### src/ccrs_pkg.sv
package ccrs_pkg;

  localparam int unsigned YearW   = 16;
  localparam int unsigned MonthW  = 4;
  localparam int unsigned DateW   = 5;
  localparam int unsigned HourW   = 5;
  localparam int unsigned MinuteW = 6;
  localparam int unsigned SecondW = 6;
  localparam int unsigned MilliW  = 10;
  localparam int unsigned RawW    = 8;

  localparam logic [YearW-1:0]   YearUnset   = 16'd1970;
  localparam logic [RawW-1:0]    RawMonthMax = 8'd12;
  localparam logic [RawW-1:0]    RawDateMax  = 8'd31;
  localparam logic [RawW-1:0]    RawHourMax  = 8'd23;
  localparam logic [RawW-1:0]    RawSixtyMax = 8'd59;
  localparam logic [MilliW-1:0]  MilliLast   = 10'd999;
  localparam logic [SecondW-1:0] SecondLast  = 6'd59;
  localparam logic [MinuteW-1:0] MinuteLast  = 6'd59;
  localparam logic [HourW-1:0]   HourLast    = 5'd23;
  localparam logic [MonthW-1:0]  MonthLast   = 4'd12;

  // Divisibility by 25 on a 16-bit year: multiply by the inverse of 25
  // modulo 2^16; multiples of 25 map onto 0 .. floor((2^16-1)/25).
  localparam logic [YearW-1:0] Inv25   = 16'd23593;
  localparam logic [YearW-1:0] Div25Max = 16'd2621;

  typedef enum logic [0:0] {
    REQ_TICK = 1'b0,
    REQ_SYNC = 1'b1
  } req_kind_t;

  typedef struct packed {
    logic [0:0]      req_type;
    logic [YearW-1:0] rtc_year;
    logic [RawW-1:0]  rtc_month;
    logic [RawW-1:0]  rtc_date;
    logic [RawW-1:0]  rtc_hour;
    logic [RawW-1:0]  rtc_minute;
    logic [RawW-1:0]  rtc_second;
  } req_t;

  typedef struct packed {
    logic [YearW-1:0]   cur_year;
    logic [MonthW-1:0]  cur_month;
    logic [DateW-1:0]   cur_date;
    logic [HourW-1:0]   cur_hour;
    logic [MinuteW-1:0] cur_minute;
    logic [SecondW-1:0] cur_second;
    logic [MilliW-1:0]  cur_millisecond;
    logic               sync_taken;
  } rsp_t;

  typedef struct packed {
    logic [YearW-1:0]   year;
    logic [MonthW-1:0]  month;
    logic [DateW-1:0]   date;
    logic [HourW-1:0]   hour;
    logic [MinuteW-1:0] minute;
    logic [SecondW-1:0] second;
    logic [MilliW-1:0]  milli;
  } time_t;

  function automatic logic is_leap(input logic [YearW-1:0] y);
    logic [YearW-1:0] prod;
    logic             div25;
    prod  = y * Inv25;
    div25 = (prod <= Div25Max);
    return (y[1:0] == 2'd0) && (!div25 || (y[3:0] == 4'd0));
  endfunction

  // Month zero (only seen after reset) counts as a 30-day month.
  function automatic logic [DateW-1:0] month_len(input logic [MonthW-1:0] m,
                                                 input logic leap);
    logic [DateW-1:0] len;
    case (m)
      4'd2:                                      len = leap ? 5'd29 : 5'd28;
      4'd1, 4'd3, 4'd5, 4'd7, 4'd8, 4'd10, 4'd12: len = 5'd31;
      default:                                   len = 5'd30;
    endcase
    return len;
  endfunction

endpackage

### src/ccrs_if.sv
interface ccrs_req_if;
  logic            valid;
  logic            ready;
  ccrs_pkg::req_t  data;
  modport source (output valid, output data, input ready);
  modport sink   (input valid, input data, output ready);
endinterface

interface ccrs_rsp_if;
  logic            valid;
  logic            ready;
  ccrs_pkg::rsp_t  data;
  modport source (output valid, output data, input ready);
  modport sink   (input valid, input data, output ready);
endinterface

### src/calendar_clock_with_rtc_sync.sv
// Calendar clock: Gregorian date and time to the millisecond, with RTC sync.
// Channels: req (sink) takes one request per handshake, either a one
// millisecond tick or a sync carrying a raw RTC reading; rsp (source) returns
// one result per request with the full time after it and a flag telling
// whether the RTC reading was taken.
// Path: an accepted request waits in the input register, and its result is
// registered in the result register, which drives rsp.valid.
// Throughput: one request per cycle unless rsp stalls. The input register
// feeds the carry logic (ms -> s -> min -> h -> day -> month -> year, leap
// by the 4/100/400 rule) and the result register in a single pass; the time
// registers update in the same cycle, so back-to-back requests each see the
// time left by the last. Stall: while rsp is held off, the result register
// holds its value, one more request waits in the input register, and req.ready
// then drops. Reset (rst, synchronous, active high): the time clears to all
// zero (month and date 0), and both pipeline registers are emptied.
module calendar_clock_with_rtc_sync (
  input  logic              clk,
  input  logic              rst,
  ccrs_req_if.sink          req,
  ccrs_rsp_if.source        rsp
);

  logic             in_vld;
  ccrs_pkg::req_t   in_item;
  logic             out_vld;
  ccrs_pkg::rsp_t   out_item;
  ccrs_pkg::time_t  now;
  ccrs_pkg::time_t  now_next;
  ccrs_pkg::rsp_t   result;
  logic             step_go;

  // Move the held request on whenever the result register is free or draining.
  assign step_go   = in_vld && (!out_vld || rsp.ready);
  assign req.ready = !in_vld || step_go;

  ccrs_step u_step (
    .state      (now),
    .item       (in_item),
    .state_next (now_next),
    .result     (result)
  );

  // Input register.
  always_ff @(posedge clk) begin
    if (rst) begin
      in_vld <= 1'b0;
    end else if (req.ready) begin
      in_vld <= req.valid;
    end
  end

  always_ff @(posedge clk) begin
    if (req.valid && req.ready) begin
      in_item <= req.data;
    end
  end

  // Time registers: advance once per request.
  always_ff @(posedge clk) begin
    if (rst) begin
      now <= '0;
    end else if (step_go) begin
      now <= now_next;
    end
  end

  // Result register: hold while the receiver stalls.
  always_ff @(posedge clk) begin
    if (rst) begin
      out_vld <= 1'b0;
    end else if (step_go) begin
      out_vld <= 1'b1;
    end else if (rsp.ready) begin
      out_vld <= 1'b0;
    end
  end

  always_ff @(posedge clk) begin
    if (step_go) begin
      out_item <= result;
    end
  end

  assign rsp.valid = out_vld;
  assign rsp.data  = out_item;

endmodule

### src/ccrs_step.sv
module ccrs_step (
  input  ccrs_pkg::time_t state,
  input  ccrs_pkg::req_t  item,
  output ccrs_pkg::time_t state_next,
  output ccrs_pkg::rsp_t  result
);

  logic                            is_sync;
  logic                            ok;
  logic                            taken;
  logic                            adv;
  ccrs_pkg::time_t                 base;
  logic                            leap;
  logic [ccrs_pkg::DateW-1:0]      len;
  logic [ccrs_pkg::DateW:0]        date_inc;
  logic                            sec_wrap;
  logic                            min_wrap;
  logic                            hour_wrap;
  logic                            day_over;
  logic                            mon_wrap;
  ccrs_pkg::time_t                 nxt;

  assign is_sync = (item.req_type == ccrs_pkg::REQ_SYNC);

  // Validate the RTC reading.
  assign ok = (item.rtc_year != ccrs_pkg::YearUnset)
           && (item.rtc_month != 8'd0) && (item.rtc_month <= ccrs_pkg::RawMonthMax)
           && (item.rtc_date != 8'd0) && (item.rtc_date <= ccrs_pkg::RawDateMax)
           && (item.rtc_hour <= ccrs_pkg::RawHourMax)
           && (item.rtc_minute <= ccrs_pkg::RawSixtyMax)
           && (item.rtc_second <= ccrs_pkg::RawSixtyMax);

  assign taken = is_sync && ok;

  // Load year through minute from a valid reading; seconds stay as held.
  always_comb begin
    base = state;
    if (taken) begin
      base.year   = item.rtc_year;
      base.month  = item.rtc_month[ccrs_pkg::MonthW-1:0];
      base.date   = item.rtc_date[ccrs_pkg::DateW-1:0];
      base.hour   = item.rtc_hour[ccrs_pkg::HourW-1:0];
      base.minute = item.rtc_minute[ccrs_pkg::MinuteW-1:0];
    end
  end

  always_comb begin
    if (!is_sync) begin
      adv = (state.milli >= ccrs_pkg::MilliLast);
    end else if (ok) begin
      adv = (state.second == item.rtc_second[ccrs_pkg::SecondW-1:0]);
    end else begin
      adv = 1'b1;
    end
  end

  assign leap      = ccrs_pkg::is_leap(base.year);
  assign len       = ccrs_pkg::month_len(base.month, leap);
  assign date_inc  = {1'b0, base.date} + 6'd1;
  assign sec_wrap  = (base.second >= ccrs_pkg::SecondLast);
  assign min_wrap  = (base.minute >= ccrs_pkg::MinuteLast);
  assign hour_wrap = (base.hour >= ccrs_pkg::HourLast);
  assign day_over  = (date_inc > {1'b0, len});
  assign mon_wrap  = (base.month >= ccrs_pkg::MonthLast);

  // Ripple the one-second carry, or load a taken RTC second; then update the ms.
  always_comb begin
    nxt = base;
    if (adv) begin
      if (!sec_wrap) begin
        nxt.second = base.second + 6'd1;
      end else begin
        nxt.second = '0;
        if (!min_wrap) begin
          nxt.minute = base.minute + 6'd1;
        end else begin
          nxt.minute = '0;
          if (!hour_wrap) begin
            nxt.hour = base.hour + 5'd1;
          end else begin
            nxt.hour = '0;
            if (!day_over) begin
              nxt.date = date_inc[ccrs_pkg::DateW-1:0];
            end else begin
              nxt.date = 5'd1;
              if (!mon_wrap) begin
                nxt.month = base.month + 4'd1;
              end else begin
                nxt.month = 4'd1;
                nxt.year  = base.year + 16'd1;
              end
            end
          end
        end
      end
    end else if (taken) begin
      nxt.second = item.rtc_second[ccrs_pkg::SecondW-1:0];
    end
    if (is_sync || adv) begin
      nxt.milli = '0;
    end else begin
      nxt.milli = state.milli + 10'd1;
    end
  end

  assign state_next = nxt;

  assign result.cur_year        = nxt.year;
  assign result.cur_month       = nxt.month;
  assign result.cur_date        = nxt.date;
  assign result.cur_hour        = nxt.hour;
  assign result.cur_minute      = nxt.minute;
  assign result.cur_second      = nxt.second;
  assign result.cur_millisecond = nxt.milli;
  assign result.sync_taken      = taken;

endmodule
### src/flat_wrapper.sv
// flat-port wrapper written by rule: the top's interface ports become plain ports
module calendar_clock_with_rtc_sync_flat 
  (clk, rst, req_valid, req_data, req_ready, rsp_valid, rsp_data, rsp_ready);
  ccrs_req_if req_i ();
  ccrs_rsp_if rsp_i ();
  input  logic clk;
  input  logic rst;
  input wire logic [$bits(req_i.valid)-1:0] req_valid;
  input wire logic [$bits(req_i.data)-1:0] req_data;
  output wire logic [$bits(req_i.ready)-1:0] req_ready;
  output wire logic [$bits(rsp_i.valid)-1:0] rsp_valid;
  output wire logic [$bits(rsp_i.data)-1:0] rsp_data;
  input wire logic [$bits(rsp_i.ready)-1:0] rsp_ready;
  assign req_i.valid = req_valid;
  assign req_i.data = req_data;
  assign req_ready = req_i.ready;
  assign rsp_valid = rsp_i.valid;
  assign rsp_data = rsp_i.data;
  assign rsp_i.ready = rsp_ready;
  calendar_clock_with_rtc_sync u_core (.clk(clk), .rst(rst), .req(req_i), .rsp(rsp_i));
endmodule
### config.mk
export PLATFORM = sky130hd
export DESIGN_NAME = calendar_clock_with_rtc_sync_flat
export DESIGN_NICKNAME = d
export VERILOG_FILES = /design/src/ccrs_pkg.sv /design/src/ccrs_if.sv /design/src/calendar_clock_with_rtc_sync.sv /design/src/ccrs_step.sv /design/src/flat_wrapper.sv
export SDC_FILE = /design/constraint.sdc
export NUM_CORES = 1
export LEC_CHECK = 0
export ABC_AREA = 1
export BUFFER_PORTS_ARGS = -buffer_cell sky130_fd_sc_hd__buf_2
export CAP_MARGIN = 20
export CELL_PAD_IN_SITES_DETAIL_PLACEMENT = 0
export CELL_PAD_IN_SITES_GLOBAL_PLACEMENT = 1
export CORE_ASPECT_RATIO = 0.7
export CORE_MARGIN = 5
export CORE_UTILIZATION = 40
export DETAILED_ROUTE_END_ITERATION = 16
export GPL_ROUTABILITY_DRIVEN = 0
export PLACE_DENSITY_LB_ADDON = 0.1
export SYNTH_ARGS = -nofsm -noshare
export SYNTH_HDL_FRONTEND = slang
export SYNTH_SLANG_ARGS = --single-unit
export TNS_END_PERCENT = 1
### constraint.sdc
create_clock -name clk -period 6.3 [get_ports clk]
set_input_delay 0.63 -clock clk [delete_from_list [all_inputs] [get_ports clk]]
set_output_delay 0.63 -clock clk [all_outputs]
set_load 0.05 [all_outputs]
==> reports/qor.txt, run 1 <==
status - finished with violations
failing checks - setup timing
post-placement cell area - 11500 um2
root buf cell - clkbuf_16
remaining antenna violation count - 0
Fillers - 2254
min cycle time layout - 7.13 ns
xor/xnor share of the synthesized area - 1.73%
Top FF cell, synth - edfxtp_1
Hold Crit Class - primary input to flip-flop
worst setup margin - -0.827 ns
Seq/Total Area, Yosys - 45.6%
RSZ-0062 raised after global routing - true
Crit path top cell by count - nand2_1
max incr delay on CP - 0.56 ns
Critical Path Fanout Max - 8
Pwr Density - 234 nW/um2
Reg clk slew, reported paths - 0.07 ns
Post-Syn Area - 9610 um2
routed via count - 8012
worst-margin pin slew - 0.893 ns
simple-gate share of the synthesized area - 21.5%
Worst-Skew Late Latency - 0.44 ns
core area - 23600 um2
drt first pass iters - 5
grt total ovfl - 0
Synth Area in Adders - 12.7%
final WL - 27600 um
Leak - 5.96 nW
Layout area overhead - 30.3%
DRC Markers - 0
post-route clock period utilization - 113%
Mean Syn Cell Area - 8.58 um2
starting density of the core - 40.6%
Via density - 4.72
Mapped Cells - 1120
critical path endpoint category - flip-flop
setup slack, reg-to-reg - -0.83 ns
initial antenna violation count - 0
async set-or-reset flop fraction in the synthesized netlist - 0%
IO Port Bufs - 115
WL/cell - 16.3 um
mux cell area share after synthesis - 0%
clk buf depth - 2
worst rel slew slack - 40.5%
Die H - 140 um
Hold Path Cell Cnt - 1
Final Hold Violating Endpoints - 0
CTS Sinks - 164
cts bufs inserted - 17
register bit total from synthesis - 164
post-DP HPWL - 21200 um
Final Slew Violations - 0
row cnt - 47
vias in the first global route - 7523
pre-CTS setup slack - -1.09 ns
HP Start - req_data[30]
Yosys Warn Count - 0
compound-cell area share of the yosys netlist - 9.34%
Max Clk Rate - 140 MHz
initial DRC count - 544
Worst Reg-to-Reg Cells - 44
CP required - 6.47 ns
total power - 2.93 mW
CP Capture Point - u_core.rsp.data[49]
VDD IR max - 0.000188 V
largest family of logic cells by synthesized area - simple AND/OR/NAND/NOR gates
antenna cells - 0
fin nets - 1513
pin count of the biggest net entering global routing - 65
share of cells above drive strength 1 - 29.2%
Post-Syn Nets - 1268
Finish-stage setup viols - 50
TritonCTS clock tree - done
Die ar. - 27300 um2
IO Pins - 116
FF-to-FF End - u_core.rsp.data[49]
first-pass GRT wire length - 43000 um
Slowest-stage cell, CP - fa_2
GRT Overall Usage - 20.4%
Setup CP Type - flip-flop to flip-flop
H-tree levels - 4
Clock Skew - 0.0119 ns
number of max-cap violations - 0
Final Cell Area - 12500 um2
startpoint types - flip-flop
floorplan die width - 195 um
worst r2r src - u_core.in_item[32]
hold bufs inserted after CTS - 0
post-synth cell types - 47
arrival time at the worst endpoint - 7.30 ns
Worst setup startpoint - u_core.in_item[32]
EDFF count, synth - 110
[metal layers]
layer  GRT usage, %  vias up  part of all wire, %
met1           34.3     3634                   55
met4           3.75        0                 0.56
met3           4.42       10                  6.8
met5              0        -                    0
met2           26.2      218                   37
li1               -     4150                    -
[worst max-delay path, delay by kind of cell, from the launching register on]
kind,cells,cell delay [ns]
compound gates,3,0.41
xor+xnor,5,0.84
fa+ha+maj,7,2.45
buf+inv,9,0.74
flops,1,0.43
simple gates,20,1.99
[timing repair]
item                                    4_1_cts  5_1_grt
buffers inserted                             10        7
gates resized for setup                      45       47
endpoints found under the setup margin       50       50
pin swaps                                    34       48
[power breakdown]
part / switching [mW] / leakage [nW] / internal [mW]
clock network: 0.454 / 0.263 / 0.545
registers: 0.0300 / 1.51 / 1.22
logic: 0.415 / 4.19 / 0.269
total: 0.900 / 5.96 / 2.03
[worst min path at each step]
stage / end / slack (ns)
2_1_floorplan: u_core.now[21] / 0.43
4_1_cts: u_core.in_item[37] / 0.34
5_1_grt: u_core.in_item[46] / 0.34
3_5_place_dp: u_core.now[21] / 0.45
6_report: u_core.in_item[30] / 0.37
3_3_place_gp: u_core.now[21] / 0.45
[placed cells by master, fill, tap and decap left out, types with 14 or more instances in the layout]
| master | netlist | final |
|---|---|---|
| a21oi_1 | 59 | 57 |
| buf_2 | 3 | 115 |
| buf_4 | 1 | 126 |
| clkbuf_16 | 0 | 17 |
| dfxtp_1 | 54 | 54 |
| edfxtp_1 | 110 | 110 |
| fa_1 | 18 | 16 |
| ha_1 | 69 | 62 |
| inv_1 | 177 | 168 |
| inv_2 | 6 | 14 |
| nand2_1 | 238 | 215 |
| nand2_2 | 5 | 25 |
| nand3_1 | 64 | 56 |
| nand4_1 | 18 | 18 |
| nor2_1 | 109 | 94 |
| nor2_4 | 4 | 15 |
| o21ai_0 | 64 | 50 |
| o21ai_1 | 20 | 22 |
[synth_stat cells, types with 3 or more instances]
master,instances,area [um2]
inv_2,6,22.5
nor3_1,12,60.1
a31oi_1,3,18.8
nand3_1,64,320
a211oi_1,5,37.5
ha_1,69,863
dfxtp_1,54,1080
nor2_1,109,409
edfxtp_1,110,3300
nand3b_1,3,22.5
nand2_2,5,31.3
o21ai_1,20,100
inv_1,177,664
nor2_2,7,43.8
nand2_1,238,893
nand4_1,18,113
o21ai_0,64,320
xor2_1,11,96.3
nor2_4,4,45.0
buf_6,7,78.8
o21ai_4,3,48.8
fa_1,18,360
buf_2,3,15.0
xnor2_1,8,70.1
a21oi_1,59,295
nor3b_1,3,22.5
clkbuf_1,15,56.3
[flip-flops by register name, summed over array words and instances, names as in the netlist]
signal,flops
u_core.in_item,57
u_core.rsp.data,53
u_core.now,52
u_core.in_vld,1
u_core.rsp.valid,1
[through the flow]
step	cells	TNS, ns	hold WS, ns	utilization (%)
2_1_floorplan	1120	-5.36	0.430	-
3_3_place_gp	1648	-39.20	0.451	48.7
3_5_place_dp	1648	-45.05	0.451	48.7
4_1_cts	1690	-32.54	0.344	52.0
5_1_grt	1696	-53.02	0.340	53.0
6_report	1696	-36.23	0.371	53.0
[final cells by class]
cell class	count	area [um2]	area share [%]
flip-flops and latches	164	4380	35.0
well taps	318	398	3.18
repair buffers	253	1690	13.5
inverters	187	714	5.71
clock buffers	17	425	3.40
multi-input cells	742	4780	38.2
clock inverters	15	130	1.04
[kinds of logic after synthesis]
group | after synthesis
compound gates | 163
xor+xnor | 19
fa+ha+maj | 87
buf+inv | 214
flops | 164
simple gates | 473
Power figures use the tool's default switching activity.
==> run 2: changes to the inputs <==
Settings changed: REMOVE_ABC_BUFFERS set to 1.
==> run 2 against run 1 <==
Effect of this change: the flow still finishes with violations (setup timing); hold slack lost 0.0067 ns; count of clock-buffer cells in the layout is the same; sequential power is essentially flat; wire length grew 1.1%; global-route usage grew 0.18 points; combinational power shrank 0.7%; power grew 3.6%; die area is the same; largest power group unchanged; highest routed layer unchanged.
==> reports/qor.txt, run 2 (synthesized netlist as in run 1, its figures left out) <==
Worst-Skew Late Latency - 0.44 ns (about the same)
routed via count - 8190 (+2.2%)
WL/cell - 16.4 um (+0.59%)
critical path endpoint category - flip-flop
DRC Markers - 0 (unchanged)
min cycle time layout - 7.02 ns (-0.111 ns)
Layout area overhead - 31.3%
Hold Crit Class - primary input to flip-flop
worst rel slew slack - 36.4% (-4.1 points)
Pwr Density - 241 nW/um2 (+2.9%)
H-tree levels - 4 (unchanged)
hold bufs inserted after CTS - 0 (unchanged)
CP required - 6.67 ns (+0.20 ns)
max incr delay on CP - 0.50 ns (-0.06 ns)
final WL - 27900 um (+1.1%)
fin nets - 1521 (+0.53%)
GRT Overall Usage - 20.6% (+0.18 points)
delay-heaviest family, CP - adder cells
VDD IR max - 0.000191 V (+1.6%)
Core Util, Final - 53.3% (+0.38 points)
status - finished with violations
cts bufs inserted - 17 (unchanged)
max FFs per register - 57 (unchanged)
Max Clk Rate - 143 MHz (+1.6%)
failing checks - setup timing
row cnt - 47 (unchanged)
vias in the first global route - 7680 (+2.1%)
Critical Path Fanout Max - 7 (-1)
worst setup margin - -0.715 ns (+0.111 ns)
root buf cell - clkbuf_16
drt first pass iters - 5 (unchanged)
first-pass GRT wire length - 43600 um (+1.3%)
IO Pins - 116 (unchanged)
TNS Setup - -30.82 ns (+5.41 ns)
Die ar. - 27300 um2 (unchanged)
starting density of the core - 40.6% (unchanged)
Reg clk slew, reported paths - 0.08 ns (about the same)
RSZ-0062 raised after global routing - true
grt total ovfl - 0 (unchanged)
core area - 23600 um2 (unchanged)
initial DRC count - 690 (+27%)
clk buf depth - 2 (unchanged)
initial antenna violation count - 0 (unchanged)
Clock Skew - 0.0185 ns (+0.00656 ns)
placed insts - 1655 (+0.42%)
Leak - 6.01 nW (+0.83%)
number of max-cap violations - 0 (unchanged)
commonest non-fill, non-tap cells in the layout - nand2_1, inv_1, buf_4, buf_2, edfxtp_1
TritonCTS clock tree - done
post-DP HPWL - 21100 um (-0.47%)
Setup CP Type - flip-flop to flip-flop
Reg with most FFs - u_core.in_item
Slowest-stage cell, CP - fa_1
Final Slew Violations - 0 (unchanged)
IO Port Bufs - 115 (unchanged)
Die H - 140 um (unchanged)
CP Buf/Inv Count - 5 (-4)
antenna cells - 0 (unchanged)
arrival time at the worst endpoint - 7.39 ns (+0.09 ns)
pin count of the biggest net entering global routing - 81 (+25%)
CTS Sinks - 164 (unchanged)
floorplan die width - 195 um (unchanged)
worst-margin pin slew - 0.955 ns (+0.0616 ns)
post-route clock period utilization - 111% (-1.8 points)
Final Hold Violating Endpoints - 0 (unchanged)
Hold WS - 0.364 ns (-0.00672 ns)
Via density - 4.81 (+1.7%)
Final Non-Filler Cells - 1704 (+0.47%)
remaining antenna violation count - 0 (unchanged)
startpoint types - flip-flop
Finish-stage setup viols - 50 (unchanged)
share of cells above drive strength 1 - 30.4% (+1.2 points)
most common cell after layout, fill and taps aside - nand2_1
run 2: where the power goes:
| part | switching, mW | internal (mW) |
|---|---|---|
| sequential | 0.0297 | 1.22 |
| clock | 0.476 | 0.636 |
| combinational | 0.406 | 0.273 |
| total | 0.912 | 2.13 |
run 2: worst paths after layout:
| kind | endpoint | slack [ns] | cells after the start | startpoint |
|---|---|---|---|---|
| hold reg to reg | u_core.now[21] | 0.46 | 2 | u_core.now[21] |
| setup reg to reg | u_core.now[39] | -0.72 | 41 | u_core.in_item[40] |
| hold / removal | u_core.in_item[55] | 0.36 | 1 | req_data[55] |
| setup / recovery | u_core.now[39] | -0.72 | 41 | u_core.in_item[40] |
run 2: worst register-to-register path, delay by kind of cell (launching register included):
kind,cells,cell delay (ns)
buf+inv,5,0.48
xor+xnor,5,0.85
flops,1,0.40
compound gates,3,0.48
fa+ha+maj,7,2.53
simple gates,21,2.21
run 2: per-stage QoR:
stage               instance area [um2]  power, mW  worst slack (ns)
detailed placement                11400       1.89             -1.09
CTS                               12400       3.03            -0.726
global placement                  11400       1.89             -1.01
finish                            12600       3.04            -0.715
global route                      12600       3.20             -1.11
floorplan                          9440       1.66            -0.917
run 2: layout make-up:
class	instances	area, um2
clock inverters	15	195
inverters	187	714
well taps	318	398
clock buffers	17	425
multi-input cells	742	4750
repair buffers	261	1740
flip-flops and latches	164	4380
fillers	2288	11000
run 2: repair_timing:
action,in CTS,in global routing
setup endpoints to repair,50,50
pin swaps,36,41
cloned,1,0
gates resized for setup,74,60
buffers inserted,12,4
run 2: metal layers:
metal	vias to the layer above	share of wire [%]	GRT usage (%)
met5	-	0	0
met1	3765	55	34.0
met3	24	6.5	4.64
met2	233	37	26.8
li1	4168	-	-
met4	0	1.1	4.30
==> run 3: changes to the inputs <==
Settings changed: PLACE_DENSITY set to 0.86, PLACE_DENSITY_LB_ADDON 0.1 to unset.
==> run 3 against run 2 <==
Effect of this change: the run still ends with setup timing left; worst setup slack worse by 0.032 ns; non-clock buffer count shrank 8; maximum frequency down 0.46%; core utilization is 0.78 points lower; cell area shrank 1.5%; wire length shrank 3.2%; via count grew 1.7%; sequential power about the same; clock power decreased by 12%; register-to-register slack lost 0.03 ns; hold slack improved by 0.0094 ns; combinational power down 1%; highest routed layer unchanged.
==> reports/qor.txt, run 3 (synthesized netlist as in run 1, its figures left out) <==
Leak - 5.93 nW (-1.2%)
post-route clock period utilization - 112% (+0.51 points)
CP Depth - 45 (+9.8%)
GRT Overall Usage - 19.4% (-1.1 points)
IO Pins - 116 (unchanged)
commonest non-fill, non-tap cells in the layout - nand2_1, inv_1, buf_4, buf_2, edfxtp_1
CTS Sinks - 164 (unchanged)
max incr delay on CP - 0.53 ns (+0.03 ns)
Critical Path Fanout Max - 7 (unchanged)
CP Capture Point - u_core.rsp.data[49]
setup slack, reg-to-reg - -0.75 ns (-0.03 ns)
CP required - 6.48 ns (-0.19 ns)
starting density of the core - 40.6% (unchanged)
Finish-stage setup viols - 50 (unchanged)
IO Port Bufs - 115 (unchanged)
Reg with most FFs - u_core.in_item
worst rel slew slack - 40.8% (+4.4 points)
part of the power in registers - 43.1% (+2.0 points)
DRC Markers - 0 (unchanged)
worst-margin pin slew - 0.889 ns (-0.0659 ns)
area of the multi-input gates - 4720 um2 (-0.58%)
Net Switching - 0.894 mW (-2.0%)
core area - 23600 um2 (unchanged)
Clk pwr share - 33.8% (-2.8 points)
Core Util, Final - 52.6% (-0.78 points)
clk buf depth - 2 (unchanged)
Worst-Skew Late Latency - 0.43 ns (about the same)
Slowest-stage cell, CP - fa_1
pin count of the biggest net entering global routing - 82 (+1.2%)
Worst Reg-to-Reg Cells - 45 (+9.8%)
max FFs per register - 57 (unchanged)
first-pass GRT wire length - 42300 um (-3.0%)
worst setup margin - -0.747 ns (-0.0322 ns)
Hold Crit Class - primary input to flip-flop
Die H - 140 um (unchanged)
Reg area - 4380 um2 (unchanged)
delay-heaviest family, CP - adder cells
Pwr Density - 233 nW/um2 (-3.2%)
initial antenna violation count - 0 (unchanged)
WL/cell - 15.9 um (-2.8%)
routed via count - 8327 (+1.7%)
final WL - 27000 um (-3.2%)
arrival time at the worst endpoint - 7.23 ns (-0.16 ns)
total power - 2.90 mW (-4.7%)
post-DP HPWL - 19900 um (-5.5%)
vias in the first global route - 7735 (+0.72%)
failing checks - setup timing
min cycle time layout - 7.05 ns (+0.0322 ns)
Crit path top cell by count - nand2_2
Hold WS - 0.373 ns (+0.00936 ns)
number of max-cap violations - 0 (unchanged)
Via density - 4.91 (+2.1%)
remaining antenna violation count - 0 (unchanged)
Final Hold Violating Endpoints - 0 (unchanged)
Layout area overhead - 29.3%
VDD IR max - 0.000185 V (-3.4%)
hold bufs inserted after CTS - 0 (unchanged)
grt total ovfl - 0 (unchanged)
fin nets - 1514 (-0.46%)
RSZ-0062 raised after global routing - true
share of cells above drive strength 1 - 29.0% (-1.4 points)
Fillers - 2171 (-5.1%)
status - finished with violations
antenna cells - 0 (unchanged)
Reg clk slew, reported paths - 0.07 ns (about the same)
Setup CP Type - flip-flop to flip-flop
critical path endpoint category - flip-flop
switching share of power - 30.8% (+0.85 points)
Comb pwr share - 23.1% (+0.8 points)
cts bufs inserted - 17 (unchanged)
floorplan die width - 195 um (unchanged)
Max Clk Rate - 142 MHz (-0.46%)
Die ar. - 27300 um2 (unchanged)
Pint - 2.00 mW (-5.8%)
initial DRC count - 709 (+2.8%)
FF-to-FF End - u_core.rsp.data[49]
H-tree levels - 4 (unchanged)
worst r2r src - u_core.in_item[51]
CP Buf/Inv Count - 9 (+4)
drt first pass iters - 5 (unchanged)
TritonCTS clock tree - done
most common cell after layout, fill and taps aside - nand2_1
Worst setup startpoint - u_core.in_item[51]
Final Slew Violations - 0 (unchanged)
startpoint types - flip-flop
row cnt - 47 (unchanged)
root buf cell - clkbuf_16
Clock Skew - 0.0128 ns (-0.00565 ns)
[run 3: cell count changes in the layout (fill, tap and decap cells not counted), moves of 5 or more]
cell     delta
nand2_1     +8
buf_4       -6
nand2_2     -5
nor2_4      -7
nor2_1      +7
[run 3: routing by layer]
layer	routed length, um	track usage, %	part of all wire, %	vias up
met2	10700	26.8	40	330
met1	13600	30.4	50	3817
met3	2480	5.70	9.2	17
met4	187	3.34	0.69	0
met5	0	0	0	-
li1	-	-	-	4163
[run 3: area by class of cell]
class / count / area share (%)
well taps: 318 / 3.20
multi-input cells: 743 / 38.0
flip-flops and latches: 164 / 35.3
clock buffers: 18 / 3.45
inverters: 187 / 5.75
clock inverters: 14 / 0.957
repair buffers: 253 / 13.3
[run 3: worst min path at each step]
| stage | start | to | slack [ns] | cells after the start |
|---|---|---|---|---|
| global placement | u_core.now[21] | u_core.now[21] | 0.44 | 2 |
| floorplan | u_core.now[21] | u_core.now[21] | 0.43 | 2 |
| global route | req_data[31] | u_core.in_item[31] | 0.35 | 1 |
| detailed placement | u_core.now[21] | u_core.now[21] | 0.45 | 2 |
| CTS | req_data[42] | u_core.in_item[42] | 0.36 | 1 |
| finish | req_data[42] | u_core.in_item[42] | 0.37 | 1 |
[run 3: metrics by stage]
step,TNS [ns],worst slack [ns],cells,area (um2)
2_1_floorplan,-34.97,-0.917,1093,9440
3_3_place_gp,-36.51,-1.07,1648,11300
3_5_place_dp,-42.22,-1.15,1648,11300
4_1_cts,-28.67,-0.683,1690,12100
5_1_grt,-52.77,-1.15,1697,12400
6_report,-33.36,-0.747,1697,12400
[run 3: power by group through the flow]
stage | registers, mW | clock network, mW | logic, mW
3_5_place_dp | 1.27 | 0 | 0.609
4_1_cts | 1.25 | 0.998 | 0.636
3_3_place_gp | 1.27 | 0 | 0.599
2_1_floorplan | 1.33 | 0 | 0.330
5_1_grt | 1.26 | 1.05 | 0.746
6_report | 1.25 | 0.979 | 0.669
[run 3: repair_timing]
action,in CTS,in global routing
resized for setup,53,69
endpoints found under the setup margin,50,50
setup buffers,9,6
pin swaps,35,47
cloned,1,1
hold endpoints to repair,0,0
